==> src/sv/assert_macros.svh <==
// Assertion helpers shared by the RTL modules.
`ifndef ASSERT_MACROS_SVH
`define ASSERT_MACROS_SVH

// A check that is clocked on clk and switched off while rst is high.
`define CHECK_CLK(lbl, prop, msg) \
  lbl: assert property (@(posedge clk) disable iff (rst) (prop)) else $error(msg);

// The same check with a fixed message.
`define CHECK_CLK_PLAIN(lbl, prop) \
  `CHECK_CLK(lbl, prop, "check failed")

`endif

==> src/sv/blfs_pkg.sv <==
package blfs_pkg;

  localparam int unsigned CfgIndexW = 3;
  localparam int unsigned CfgDataW  = 32;

  localparam logic [CfgIndexW-1:0] REG_SYNC_FIRST  = 3'd0;
  localparam logic [CfgIndexW-1:0] REG_SYNC_SECOND = 3'd1;
  localparam logic [CfgIndexW-1:0] REG_SYNC_THIRD  = 3'd2;
  localparam logic [CfgIndexW-1:0] REG_HEADER      = 3'd3;
  localparam logic [CfgIndexW-1:0] REG_POLY        = 3'd4;

  localparam logic [7:0]  SYNC_FIRST_RST  = 8'hAA;
  localparam logic [7:0]  SYNC_SECOND_RST = 8'h44;
  localparam logic [7:0]  SYNC_THIRD_RST  = 8'h12;
  localparam logic [7:0]  HEADER_RST      = 8'd28;
  localparam logic [7:0]  HEADER_MIN      = 8'd20;
  localparam logic [31:0] POLY_RST        = 32'hEDB88320;

  localparam int unsigned PosW = 17;

  localparam logic [2:0] PH_HUNT  = 3'd0;
  localparam logic [2:0] PH_SYNC1 = 3'd1;
  localparam logic [2:0] PH_SYNC2 = 3'd2;
  localparam logic [2:0] PH_DATA  = 3'd3;
  localparam logic [2:0] PH_CRC   = 3'd4;

  typedef struct packed {
    logic [7:0]  sync_first;
    logic [7:0]  sync_second;
    logic [7:0]  sync_third;
    logic [7:0]  header_bytes;
    logic [31:0] poly;
  } cfg_t;

  typedef struct packed {
    logic [15:0] message_id;
    logic [1:0]  message_format;
    logic [15:0] body_length;
    logic [15:0] week_number;
    logic [31:0] week_milliseconds;
    logic        crc_ok;
  } frame_rec_t;

  // One byte of a reflected CRC, eight bit steps unrolled.
  function automatic logic [31:0] crc_byte(input logic [31:0] crc, input logic [7:0] b,
                                           input logic [31:0] poly);
    logic [31:0] c;
    c = crc ^ {24'd0, b};
    for (int k = 0; k < 8; k++) begin
      c = c[0] ? ((c >> 1) ^ poly) : (c >> 1);
    end
    return c;
  endfunction

endpackage

==> src/sv/blfs_cfg.sv <==
module blfs_cfg (
  input  logic                             clk,
  input  logic                             rst,
  input  logic                             cfg_we,
  input  logic [blfs_pkg::CfgIndexW-1:0]   cfg_index,
  input  logic [blfs_pkg::CfgDataW-1:0]    cfg_data,
  output blfs_pkg::cfg_t                   cfg
);
  import blfs_pkg::*;

  always_ff @(posedge clk) begin
    if (rst) begin
      cfg.sync_first   <= SYNC_FIRST_RST;
      cfg.sync_second  <= SYNC_SECOND_RST;
      cfg.sync_third   <= SYNC_THIRD_RST;
      cfg.header_bytes <= HEADER_RST;
      cfg.poly         <= POLY_RST;
    end else if (cfg_we) begin
      unique case (cfg_index)
        REG_SYNC_FIRST:  cfg.sync_first   <= cfg_data[7:0];
        REG_SYNC_SECOND: cfg.sync_second  <= cfg_data[7:0];
        REG_SYNC_THIRD:  cfg.sync_third   <= cfg_data[7:0];
        REG_HEADER:      cfg.header_bytes <= cfg_data[7:0];
        REG_POLY:        cfg.poly         <= cfg_data;
        default: ;
      endcase
    end
  end

endmodule

==> src/sv/blfs_framer.sv <==
module blfs_framer (
  input  logic                 clk,
  input  logic                 rst,
  input  blfs_pkg::cfg_t       cfg,
  input  logic                 accept,
  input  logic [7:0]           data_byte,
  output logic                 emit_due,
  output blfs_pkg::frame_rec_t rec
);
  import blfs_pkg::*;

  logic [2:0]      phase, phase_next;
  logic [PosW-1:0] byte_position, byte_position_next;
  logic [31:0]     running_crc, running_crc_next;
  logic [31:0]     received_crc, received_crc_next;
  logic [15:0]     cap_id, cap_id_next;
  logic [1:0]      cap_fmt, cap_fmt_next;
  logic [15:0]     cap_len, cap_len_next;
  logic [15:0]     cap_week, cap_week_next;
  logic [31:0]     cap_ms, cap_ms_next;

  logic [7:0]      hdr;
  logic [PosW-1:0] data_end, data_end_next, pos_inc, crc_offset;
  logic [1:0]      k;
  logic [31:0]     crc_cont, crc_start;

  assign hdr        = (cfg.header_bytes < HEADER_MIN) ? HEADER_MIN : cfg.header_bytes;
  assign data_end   = {9'd0, hdr} + {1'b0, cap_len};
  assign data_end_next = {9'd0, hdr} + {1'b0, cap_len_next};
  assign pos_inc    = byte_position + PosW'(1);
  assign crc_offset = byte_position - data_end;
  assign k          = crc_offset[1:0];
  assign crc_cont   = crc_byte(running_crc, data_byte, cfg.poly);
  assign crc_start  = crc_byte(32'd0, data_byte, cfg.poly);
  assign emit_due   = (phase == PH_CRC) && (k == 2'd3);

  always_comb begin
    phase_next         = phase;
    byte_position_next = byte_position;
    running_crc_next   = running_crc;
    received_crc_next  = received_crc;
    cap_id_next        = cap_id;
    cap_fmt_next       = cap_fmt;
    cap_len_next       = cap_len;
    cap_week_next      = cap_week;
    cap_ms_next        = cap_ms;

    unique case (phase)
      PH_SYNC1: begin
        if (data_byte == cfg.sync_second) begin
          phase_next       = PH_SYNC2;
          running_crc_next = crc_cont;
        end else if (data_byte == cfg.sync_first) begin
          phase_next       = PH_SYNC1;
          running_crc_next = crc_start;
        end else begin
          phase_next = PH_HUNT;
        end
      end
      PH_SYNC2: begin
        if (data_byte == cfg.sync_third) begin
          phase_next         = PH_DATA;
          running_crc_next   = crc_cont;
          byte_position_next = PosW'(3);
          received_crc_next  = 32'd0;
        end else if (data_byte == cfg.sync_first) begin
          phase_next       = PH_SYNC1;
          running_crc_next = crc_start;
        end else begin
          phase_next = PH_HUNT;
        end
      end
      PH_DATA: begin
        running_crc_next = crc_cont;
        case (byte_position)
          PosW'(4):  cap_id_next[7:0]    = data_byte;
          PosW'(5):  cap_id_next[15:8]   = data_byte;
          PosW'(6):  cap_fmt_next        = data_byte[5:4];
          PosW'(8):  cap_len_next[7:0]   = data_byte;
          PosW'(9):  cap_len_next[15:8]  = data_byte;
          PosW'(14): cap_week_next[7:0]  = data_byte;
          PosW'(15): cap_week_next[15:8] = data_byte;
          PosW'(16): cap_ms_next[7:0]    = data_byte;
          PosW'(17): cap_ms_next[15:8]   = data_byte;
          PosW'(18): cap_ms_next[23:16]  = data_byte;
          PosW'(19): cap_ms_next[31:24]  = data_byte;
          default: ;
        endcase
        byte_position_next = pos_inc;
        if (pos_inc >= data_end_next) begin
          phase_next = PH_CRC;
        end
      end
      PH_CRC: begin
        case (k)
          2'd0:    received_crc_next = received_crc | {24'd0, data_byte};
          2'd1:    received_crc_next = received_crc | {16'd0, data_byte, 8'd0};
          2'd2:    received_crc_next = received_crc | {8'd0, data_byte, 16'd0};
          default: received_crc_next = received_crc | {data_byte, 24'd0};
        endcase
        byte_position_next = pos_inc;
        if (k == 2'd3) begin
          phase_next         = PH_HUNT;
          byte_position_next = '0;
          running_crc_next   = 32'd0;
        end
      end
      default: begin
        if (data_byte == cfg.sync_first) begin
          phase_next       = PH_SYNC1;
          running_crc_next = crc_start;
        end else begin
          phase_next = PH_HUNT;
        end
      end
    endcase
  end

  assign rec.message_id        = cap_id;
  assign rec.message_format    = cap_fmt;
  assign rec.body_length       = cap_len;
  assign rec.week_number       = cap_week;
  assign rec.week_milliseconds = cap_ms;
  assign rec.crc_ok            = (running_crc == received_crc_next);

  always_ff @(posedge clk) begin
    if (rst) begin
      phase         <= PH_HUNT;
      byte_position <= '0;
      running_crc   <= 32'd0;
      received_crc  <= 32'd0;
      cap_id        <= 16'd0;
      cap_fmt       <= 2'd0;
      cap_len       <= 16'd0;
      cap_week      <= 16'd0;
      cap_ms        <= 32'd0;
    end else if (accept) begin
      phase         <= phase_next;
      byte_position <= byte_position_next;
      running_crc   <= running_crc_next;
      received_crc  <= received_crc_next;
      cap_id        <= cap_id_next;
      cap_fmt       <= cap_fmt_next;
      cap_len       <= cap_len_next;
      cap_week      <= cap_week_next;
      cap_ms        <= cap_ms_next;
    end
  end

`include "assert_macros.svh"

  `CHECK_CLK(frame_end_rearms,
             (accept && emit_due) |=>
               (phase == PH_HUNT && byte_position == '0 && running_crc == 32'd0),
             "frame end did not return to hunting")
  `CHECK_CLK(sync_done_starts_data,
             (accept && phase == PH_SYNC2 && data_byte == cfg.sync_third) |=>
               (phase == PH_DATA && byte_position == PosW'(3) && received_crc == 32'd0),
             "third sync byte did not open a frame")
  `CHECK_CLK_PLAIN(data_advances,
                   (accept && phase == PH_DATA) |=>
                     (byte_position == $past(byte_position) + PosW'(1)))

endmodule

==> src/sv/blfs_outreg.sv <==
module blfs_outreg (
  input  logic                 clk,
  input  logic                 rst,
  input  logic                 load,
  input  blfs_pkg::frame_rec_t rec_in,
  input  logic                 out_ready,
  output logic                 out_valid,
  output blfs_pkg::frame_rec_t rec_out
);
  import blfs_pkg::*;

  always_ff @(posedge clk) begin
    if (rst) begin
      out_valid <= 1'b0;
    end else if (load) begin
      out_valid <= 1'b1;
    end else if (out_ready) begin
      out_valid <= 1'b0;
    end
  end

  always_ff @(posedge clk) begin
    if (load) begin
      rec_out <= rec_in;
    end
  end

endmodule

==> src/sv/binary_log_frame_sync_crc32.sv <==
// Binary log frame synchroniser with reflected CRC-32 check.
// The input channel (in_valid, in_ready, data_byte) takes one stream byte per
// request. The block hunts for three sync bytes, captures the header fields and
// runs the CRC over header and body, one accepted byte per cycle through an
// unrolled eight-step CRC update. On the last of the four trailing CRC bytes it
// produces one frame record on the output channel (out_valid, out_ready and
// the field ports), with crc_ok set when the CRCs agree.
// Throughput is one byte per cycle unless a frame end is stalled. The record
// appears the cycle after the last CRC byte is taken, in one output register.
// If the receiver stalls, bytes that complete no frame are still taken; only
// a byte that would finish a frame waits until the held record is taken.
// The configuration port (cfg_we, cfg_index, cfg_data) writes the register
// that cfg_index names; indexes beyond the list are ignored.
// Synchronous reset restores the default sync bytes 0xAA 0x44 0x12, a header
// of 28 bytes and polynomial 0xEDB88320, returns to hunting and drops any
// held record.
module binary_log_frame_sync_crc32 (
  input  logic                           clk,
  input  logic                           rst,
  input  logic                           cfg_we,
  input  logic [blfs_pkg::CfgIndexW-1:0] cfg_index,
  input  logic [blfs_pkg::CfgDataW-1:0]  cfg_data,
  input  logic                           in_valid,
  output logic                           in_ready,
  input  logic [7:0]                     data_byte,
  output logic                           out_valid,
  input  logic                           out_ready,
  output logic [15:0]                    message_id,
  output logic [1:0]                     message_format,
  output logic [15:0]                    body_length,
  output logic [15:0]                    week_number,
  output logic [31:0]                    week_milliseconds,
  output logic                           crc_ok
);
  import blfs_pkg::*;

  cfg_t       cfg;
  frame_rec_t rec_live, rec_held;
  logic       emit_due, accept, res_emit;

  assign in_ready = !emit_due || !out_valid || out_ready;
  assign accept   = in_valid && in_ready;
  assign res_emit = accept && emit_due;

  blfs_cfg u_cfg (
    .clk       (clk),
    .rst       (rst),
    .cfg_we    (cfg_we),
    .cfg_index (cfg_index),
    .cfg_data  (cfg_data),
    .cfg       (cfg)
  );

  blfs_framer u_framer (
    .clk       (clk),
    .rst       (rst),
    .cfg       (cfg),
    .accept    (accept),
    .data_byte (data_byte),
    .emit_due  (emit_due),
    .rec       (rec_live)
  );

  blfs_outreg u_outreg (
    .clk       (clk),
    .rst       (rst),
    .load      (res_emit),
    .rec_in    (rec_live),
    .out_ready (out_ready),
    .out_valid (out_valid),
    .rec_out   (rec_held)
  );

  assign message_id        = rec_held.message_id;
  assign message_format    = rec_held.message_format;
  assign body_length       = rec_held.body_length;
  assign week_number       = rec_held.week_number;
  assign week_milliseconds = rec_held.week_milliseconds;
  assign crc_ok            = rec_held.crc_ok;

`include "assert_macros.svh"

  `CHECK_CLK(no_record_overwrite, res_emit |-> (!out_valid || out_ready), "record issued over a held one")
  `CHECK_CLK(record_has_source, $rose(out_valid) |-> $past(res_emit), "record appeared without a frame end")
  `CHECK_CLK_PLAIN(stall_only_on_frame_end, !in_ready |-> (out_valid && !out_ready && emit_due))

endmodule
==> config.mk <==
export PLATFORM = sky130hd
export DESIGN_NAME = binary_log_frame_sync_crc32
export DESIGN_NICKNAME = d
export VERILOG_FILES = /design/src/sv/blfs_pkg.sv /design/src/sv/blfs_cfg.sv /design/src/sv/blfs_framer.sv /design/src/sv/blfs_outreg.sv /design/src/sv/binary_log_frame_sync_crc32.sv
export VERILOG_INCLUDE_DIRS = /design/src /design/src/sv
export SDC_FILE = /design/constraint.sdc
export NUM_CORES = 1
export LEC_CHECK = 0
export ABC_AREA = 0
export BUFFER_PORTS_ARGS = -buffer_cell sky130_fd_sc_hd__buf_2
export CELL_PAD_IN_SITES_DETAIL_PLACEMENT = 1
export CELL_PAD_IN_SITES_GLOBAL_PLACEMENT = 2
export CORE_MARGIN = 3
export CORE_UTILIZATION = 41
export CTS_CLUSTER_DIAMETER = 120
export DETAILED_ROUTE_END_ITERATION = 10
export PLACE_DENSITY_LB_ADDON = 0.15
export REMOVE_ABC_BUFFERS = 1
export SETUP_SLACK_MARGIN = 0.3
export SLEW_MARGIN = 0
export SYNTH_ARGS = -nofsm -noshare
export SYNTH_HDL_FRONTEND = slang
export SYNTH_HIERARCHICAL = 1
export SYNTH_SLANG_ARGS = --single-unit
==> constraint.sdc <==
create_clock -name clk -period 17.95 [get_ports clk]
set_clock_uncertainty 0.15 [all_clocks]
set_input_delay 0.8975 -clock clk [delete_from_list [all_inputs] [get_ports clk]]
set_output_delay 0.8975 -clock clk [all_outputs]
set_load 0.005 [all_outputs]
-- Yosys cells after proc, flatten, opt, wreduce, memory -nomap -nowiden
Cells that the tools add are included.
- register bits: 314
- word-level logic and storage cells: 149
- output and inout bits: 85
- mux-type cells: 39
- reduce and logical (&&, ||, !) cells: 28
- bitwise logic cells: 21
- equality and inequality tests: 29
- $add $sub $neg: 4
- order comparisons: 2
- operators by type and width (operator ; number):
    32-bit two-way mux ; 21
    31-bit by 32-bit bitwise XOR with 32-bit output ; 15
    32-bit case mux with 4 select lines ; 1
    32-bit case mux with 3 select lines ; 1
    17-bit by 4-bit equality test with 1-bit output (second input constant) ; 4
    17-bit by 5-bit equality test with 1-bit output (second input constant) ; 4
    32-bit case mux with 2 select lines ; 1
    17-bit by 3-bit equality test with 1-bit output (second input constant) ; 3
    17-bit case mux with 3 select lines ; 1
    17-bit two-way mux ; 2
    3-bit AND reduction ; 11
    32-bit equality test ; 1
    32-bit by 16-bit OR with 32-bit output ; 1
    32-bit by 24-bit OR with 32-bit output ; 1
    32-bit OR ; 1
    32-bit by 8-bit OR with 32-bit output ; 1
    32-bit by 8-bit bitwise XOR with 32-bit output ; 1
    7-bit by 32-bit bitwise XOR with 32-bit output ; 1
    8-bit equality test ; 3
    8-bit two-way mux ; 3
    17-bit by 1-bit adder with 17-bit output (second input constant) ; 1
    8-bit by 16-bit adder with 17-bit output ; 1
    17-bit greater-or-equal comparator ; 1
    16-bit two-way mux ; 1
    22 further kinds ; 42

-- Depth between registers and ports, before layout
- depth after elaboration: 19
- depth in mapped cells: 31
- depth with buffers taken out: 30

-- Hierarchy
Netlist, hierarchy kept.
- modules (own cells, without submodules) (module ; area an instance (µm²) ; times used ; cells each):
    blfs_framer ; 17551.8 ; 1 ; 2442
    blfs_cfg ; 2647.5 ; 1 ; 258
    blfs_outreg ; 2531.2 ; 1 ; 87
    binary_log_frame_sync_crc32 ; 38.8 ; 1 ; 5

-- Least setup slack after synthesis
OpenSTA, ideal clock, no wires.
- path kind: register to register
- from: register, netlist name u_cfg/cfg[38]
- to: register u_outreg.out_valid
- cell stages (with the launch flop): 18
- data arrival time: 7.421 ns
- path slack: 10.304 ns
- buffers on the path: 1
- required time: 17.725 ns
- period minus slack after synthesis: 7.646 ns
- cells stage by stage: dfxtp_1 > nor3_1 > nand2_1 > and2_1 > fa_1 > inv_1 > ha_1 > nor2_1 > xnor2_1 > xnor2_1 > and2_1 > clkbuf_1 > inv_1 > nor2_1 > nand2_1 > a21oi_1 > inv_1 > a21oi_2
- longest elaborated chain between the ends: 12
- elaborated cells on any way between the ends: 13
- those cells by class: 2 x add/sub; 1 x order compare; 1 x eq/ne; 2 x mux; 7 x reduce/logical
- ends and longest elaborated chain (item ; RTL line ; RTL):
    8-bit by 5-bit less-than comparator with 1-bit output (*) ; blfs_framer.sv:27 ; assign hdr = (cfg.header_bytes < HEADER_MIN) ? HEADER_MIN : cfg.header_bytes;
    8-bit two-way mux (*) ; blfs_framer.sv:27 ;
    2-bit adder (*) ; blfs_framer.sv:28 ; assign data_end = {9'd0, hdr} + {1'b0, cap_len};
    2-bit subtractor (*) ; blfs_framer.sv:31 ; assign crc_offset = byte_position - data_end;
    2-bit equality test (*) ; blfs_framer.sv:35 ; assign emit_due = (phase == PH_CRC) && (k == 2'd3);
    1-bit logical AND (*) ; blfs_framer.sv:35 ;
    net emit_due ; binary_log_frame_sync_crc32.sv:39 ; logic emit_due, accept, res_emit;
    1-bit logical NOT ; binary_log_frame_sync_crc32.sv:41 ; assign in_ready = !emit_due || !out_valid || out_ready;
    1-bit logical OR (2 in a row) ; binary_log_frame_sync_crc32.sv:41 ;
    1-bit logical AND ; binary_log_frame_sync_crc32.sv:42 ; assign accept = in_valid && in_ready;
    1-bit logical AND (*) ; binary_log_frame_sync_crc32.sv:43 ; assign res_emit = accept && emit_due;
    net res_emit ; binary_log_frame_sync_crc32.sv:39 ;
    1-bit two-way mux / 2-bit nonzero test (equally long branches) ; -- ;
    end signal: assignment ; blfs_outreg.sv:14 ; out_valid <= 1'b0;
    end signal: assignment ; blfs_outreg.sv:16 ; out_valid <= 1'b1;
    end signal: assignment ; blfs_outreg.sv:18 ; out_valid <= 1'b0;
    end: declaration ; blfs_outreg.sv:7 ; output logic out_valid,
The timed path passes the listed nets; every way through them passes the cells marked *.
A chain may end at the register's enable or synchronous reset.

-- Worst setup path in the final report
- from: register u_framer.phase[2]
- to: register u_framer.phase[0]
- elaborated cells on any way between the ends: 16
- those cells by class: 1 x add/sub; 1 x order compare; 6 x eq/ne; 2 x mux; 6 x reduce/logical
- RTL lines (item ; RTL line ; RTL):
    start: declaration ; blfs_framer.sv:12 ; logic [2:0] phase, phase_next;
    start signal: assignment ; blfs_framer.sv:138 ; phase <= phase_next;
    3-bit by 2-bit equality test with 1-bit output ; blfs_framer.sv:48 ; unique case (phase)
    16-bit two-way mux ; blfs_framer.sv:48 ;
    net u_framer.cap_len_next[0] ; blfs_framer.sv:18 ; logic [15:0] cap_len, cap_len_next;
    8-bit by 16-bit adder with 17-bit output ; blfs_framer.sv:29 ; assign data_end_next = {9'd0, hdr} + {1'b0, cap_len_next};
    17-bit greater-or-equal comparator ; blfs_framer.sv:90 ; if (pos_inc >= data_end_next) begin
    2-bit by 1-bit != test with 1-bit output (no line) ; -- ;
    3-bit AND reduction (no line) ; -- ;
The timed path passes the listed nets, and every way through them passes these cells.

==> flow_summary.json <==
{
  "status": "finished clean",
  "final_cell_mix": "nand2_1, xnor2_1, dfxtp_1",
  "grt_setup_unrepaired": "no",
  "ys_types": 96,
  "antennaDiodeCount": 0,
  "hp-class": "register to register",
  "drc": 0,
  "synth.area.top_cells": "dfxtp_1, xnor2_1, edfxtp_1",
  "clock.fmax_ghz": 0.136,
  "ys_ff_latch": 314,
  "grt_util_all_layers": 0.263,
  "clk_pin_slew_worst_paths_ns": 0.06,
  "numPortBuffers": 132,
  "setup_violations": 0,
  "post_cts_buffers": 0,
  "coreArea_um2": 54300,
  "h-tree-depth": 2,
  "period_needed_ns": 7.37,
  "dr_total_vias": 20176,
  "chipHeight_um": 242,
  "yosys_warnings": 6,
  "die_area_um2": 58400,
  "synth-seq-area-share": 0.313,
  "critPathCaptureType": "register",
  "rows": 85,
  "place_congestion": 0.910,
  "syn_inst": 2792,
  "final_core_util": 0.461,
  "postCtsHoldBufs": 0,
  "cts.sinks": 314,
  "synth_fa_ha_area_frac": 0.0188,
  "final_antenna_net_count": 0,
  "grt_pass1_vias": 20849,
  "overflow": 0,
  "hold_violations": 0,
  "antenna_found_initial": 1,
  "drive_above_1_share": 0.110,
  "leakage_nw": 9.70,
  "worst-path-buf-inv": 1,
  "syn-cell-area_um2": 22800,
  "synth_top_family_by_area": "XOR/XNOR gates",
  "die_w_um": 242,
  "cts_resized": 0,
  "synth_xor_area_frac": 0.218,
  "slew_headroom": 0.187,
  "cp.arrival_ns": 7.66,
  "wl_per_cell_um": 22.2,
  "slew_viol_final": 0,
  "crit_required_ns": 18.24,
  "grt_max_degree": 95,
  "muxShareOfSynthArea": 0.0484,
  "clock_latency_ns": 0.58,
  "tightest_slew_ns": 1.22,
  "drt-initial-drc-count": 1388,
  "io_pins": 133,
  "placed_cell_area_um2": 23800,
  "cp_max_fo": 11,
  "synth_compound_area_frac": 0.135,
  "timing.final.crit_share": 0.411,
  "cts_made_buffers": 38,
  "synth_edf_count": 83,
  "synth_top_area_cell": "dfxtp_1",
  "path_common_cell": "o21ai_0",
  "p_per_area_nw_per_um2": 85.2,
  "syn2layout_area_growth_pct": 10.1,
  "num-nets-final": 2859,
  "wirelength_mm": 78.6,
  "crit_path_max_incr_delay_ns": 0.45,
  "crit_type": "register to register",
  "avgSynthCellArea_um2": 8.16,
  "grt_pass1_wl_mm": 123,
  "cap_viol_max_count": 0,
  "dr.pass1.iters": 5,
  "synth-async-reset-ratio": 0,
  "hpwl_mm": 53.4,
  "final_area_um2": 25100,
  "cts.path.max_buffers": 3,
  "synthFlopType": "dfxtp_1",
  "synth.top_cell.area_share": 0.203,
  "cts_tree": "built",
  "start_util": 0.419,
  "vias_per_cell": 5.69,
  "synthSimpleGateAreaFrac": 0.213,
  "peakVddDrop_uv": 122,
  "fin_setup_tns_ns": 0,
  "root_buffer": "clkbuf_16",
  "crit_family": "simple AND/OR/NAND/NOR gates",
  "layout.cells.most_common": "nand2_1",
  "critPathSlowestCell": "fa_1",
  "critPathLaunchType": "register"
}
-- synth_stat cells (19+ instances only) --
master and number:
nand2_1 552, xnor2_1 450, dfxtp_1 231, nor2_1 227, clkbuf_1 165, a21oi_1 103
mux2i_1 101, edfxtp_1 83, a22oi_1 75, nand2b_1 71, nand3_1 60, xor2_1 50
inv_1 44, buf_1 36, o211ai_1 35, o21ai_0 34, nand4_1 32, ha_1 31
and2_1 26, buf_2 25, o311ai_1 24, a32oi_1 20, nor4_1 20, o221ai_1 20
a211oi_1 19, nor3_1 19
-- state kept, by name, summed over array words and instances (netlist names), 3 cells and up --
signal,cells
u_framer/cap_id,16
u_framer/byte_position,17
u_framer/cap_week,16
u_framer/phase,3
u_framer/cap_len,16
u_framer/cap_ms,32
u_framer/received_crc,32
u_outreg/rec_out,83
u_cfg/cfg,64
u_framer/running_crc,32
-- path summary, 6_finish.rpt --
kind / start / endpoint / slack [ns] / depth (start not counted)
max: u_framer/phase[2] / u_framer/phase[0] / 10.58 / 27
min: u_framer/cap_week[9] / u_outreg/rec_out[42] / 0.28 / 0
max reg2reg: u_framer/phase[2] / u_framer/phase[0] / 10.58 / 27
min reg2reg: u_framer/cap_week[9] / u_outreg/rec_out[42] / 0.28 / 0
-- area by class of cell --
cell class	instances	area, um^2
flip-flops and latches	314	7120
multi-input cells	2183	14500
fillers	6481	29300
clock buffers	45	987
inverters	49	184
well taps	739	925
clock inverters	23	260
repair buffers	192	1120
-- layer usage --
metal | global-route usage | up-vias | part of all wire
met1 | 0.344 | 10089 | 0.44
met4 | 0.0843 | 2 | 0.029
met3 | 0.0367 | 128 | 0.053
met5 | 0 | - | 0.00017
met2 | 0.448 | 559 | 0.47
li1 | - | 9398 | -
-- through the flow --
step                      setup WS (ns)  std cells  power [mW]  hold WS, ns
after floorplan                   10.42       2546        1.19        0.258
after global placement            10.95       3477        1.35        0.262
after detailed placement          10.70       3477        1.36        0.268
after CTS                         10.63       3545        2.15        0.282
after global routing               9.94       3545        2.23        0.291
final                             10.58       3545        2.14        0.281
-- where the power goes --
part	switching (mW)	internal, mW	total, mW
sequential	0.0118	0.731	0.742
clock	0.327	0.457	0.783
combinational	0.353	0.259	0.611
total	0.691	1.45	2.14
-- kinds of logic after synthesis --
group / count (synthesis)
fa+ha+maj: 33
flops: 314
xor+xnor: 527
simple gates: 1085
mux: 108
compound gates: 430
buf+inv: 295
No activity file was read; power rests on OpenSTA's default activity.
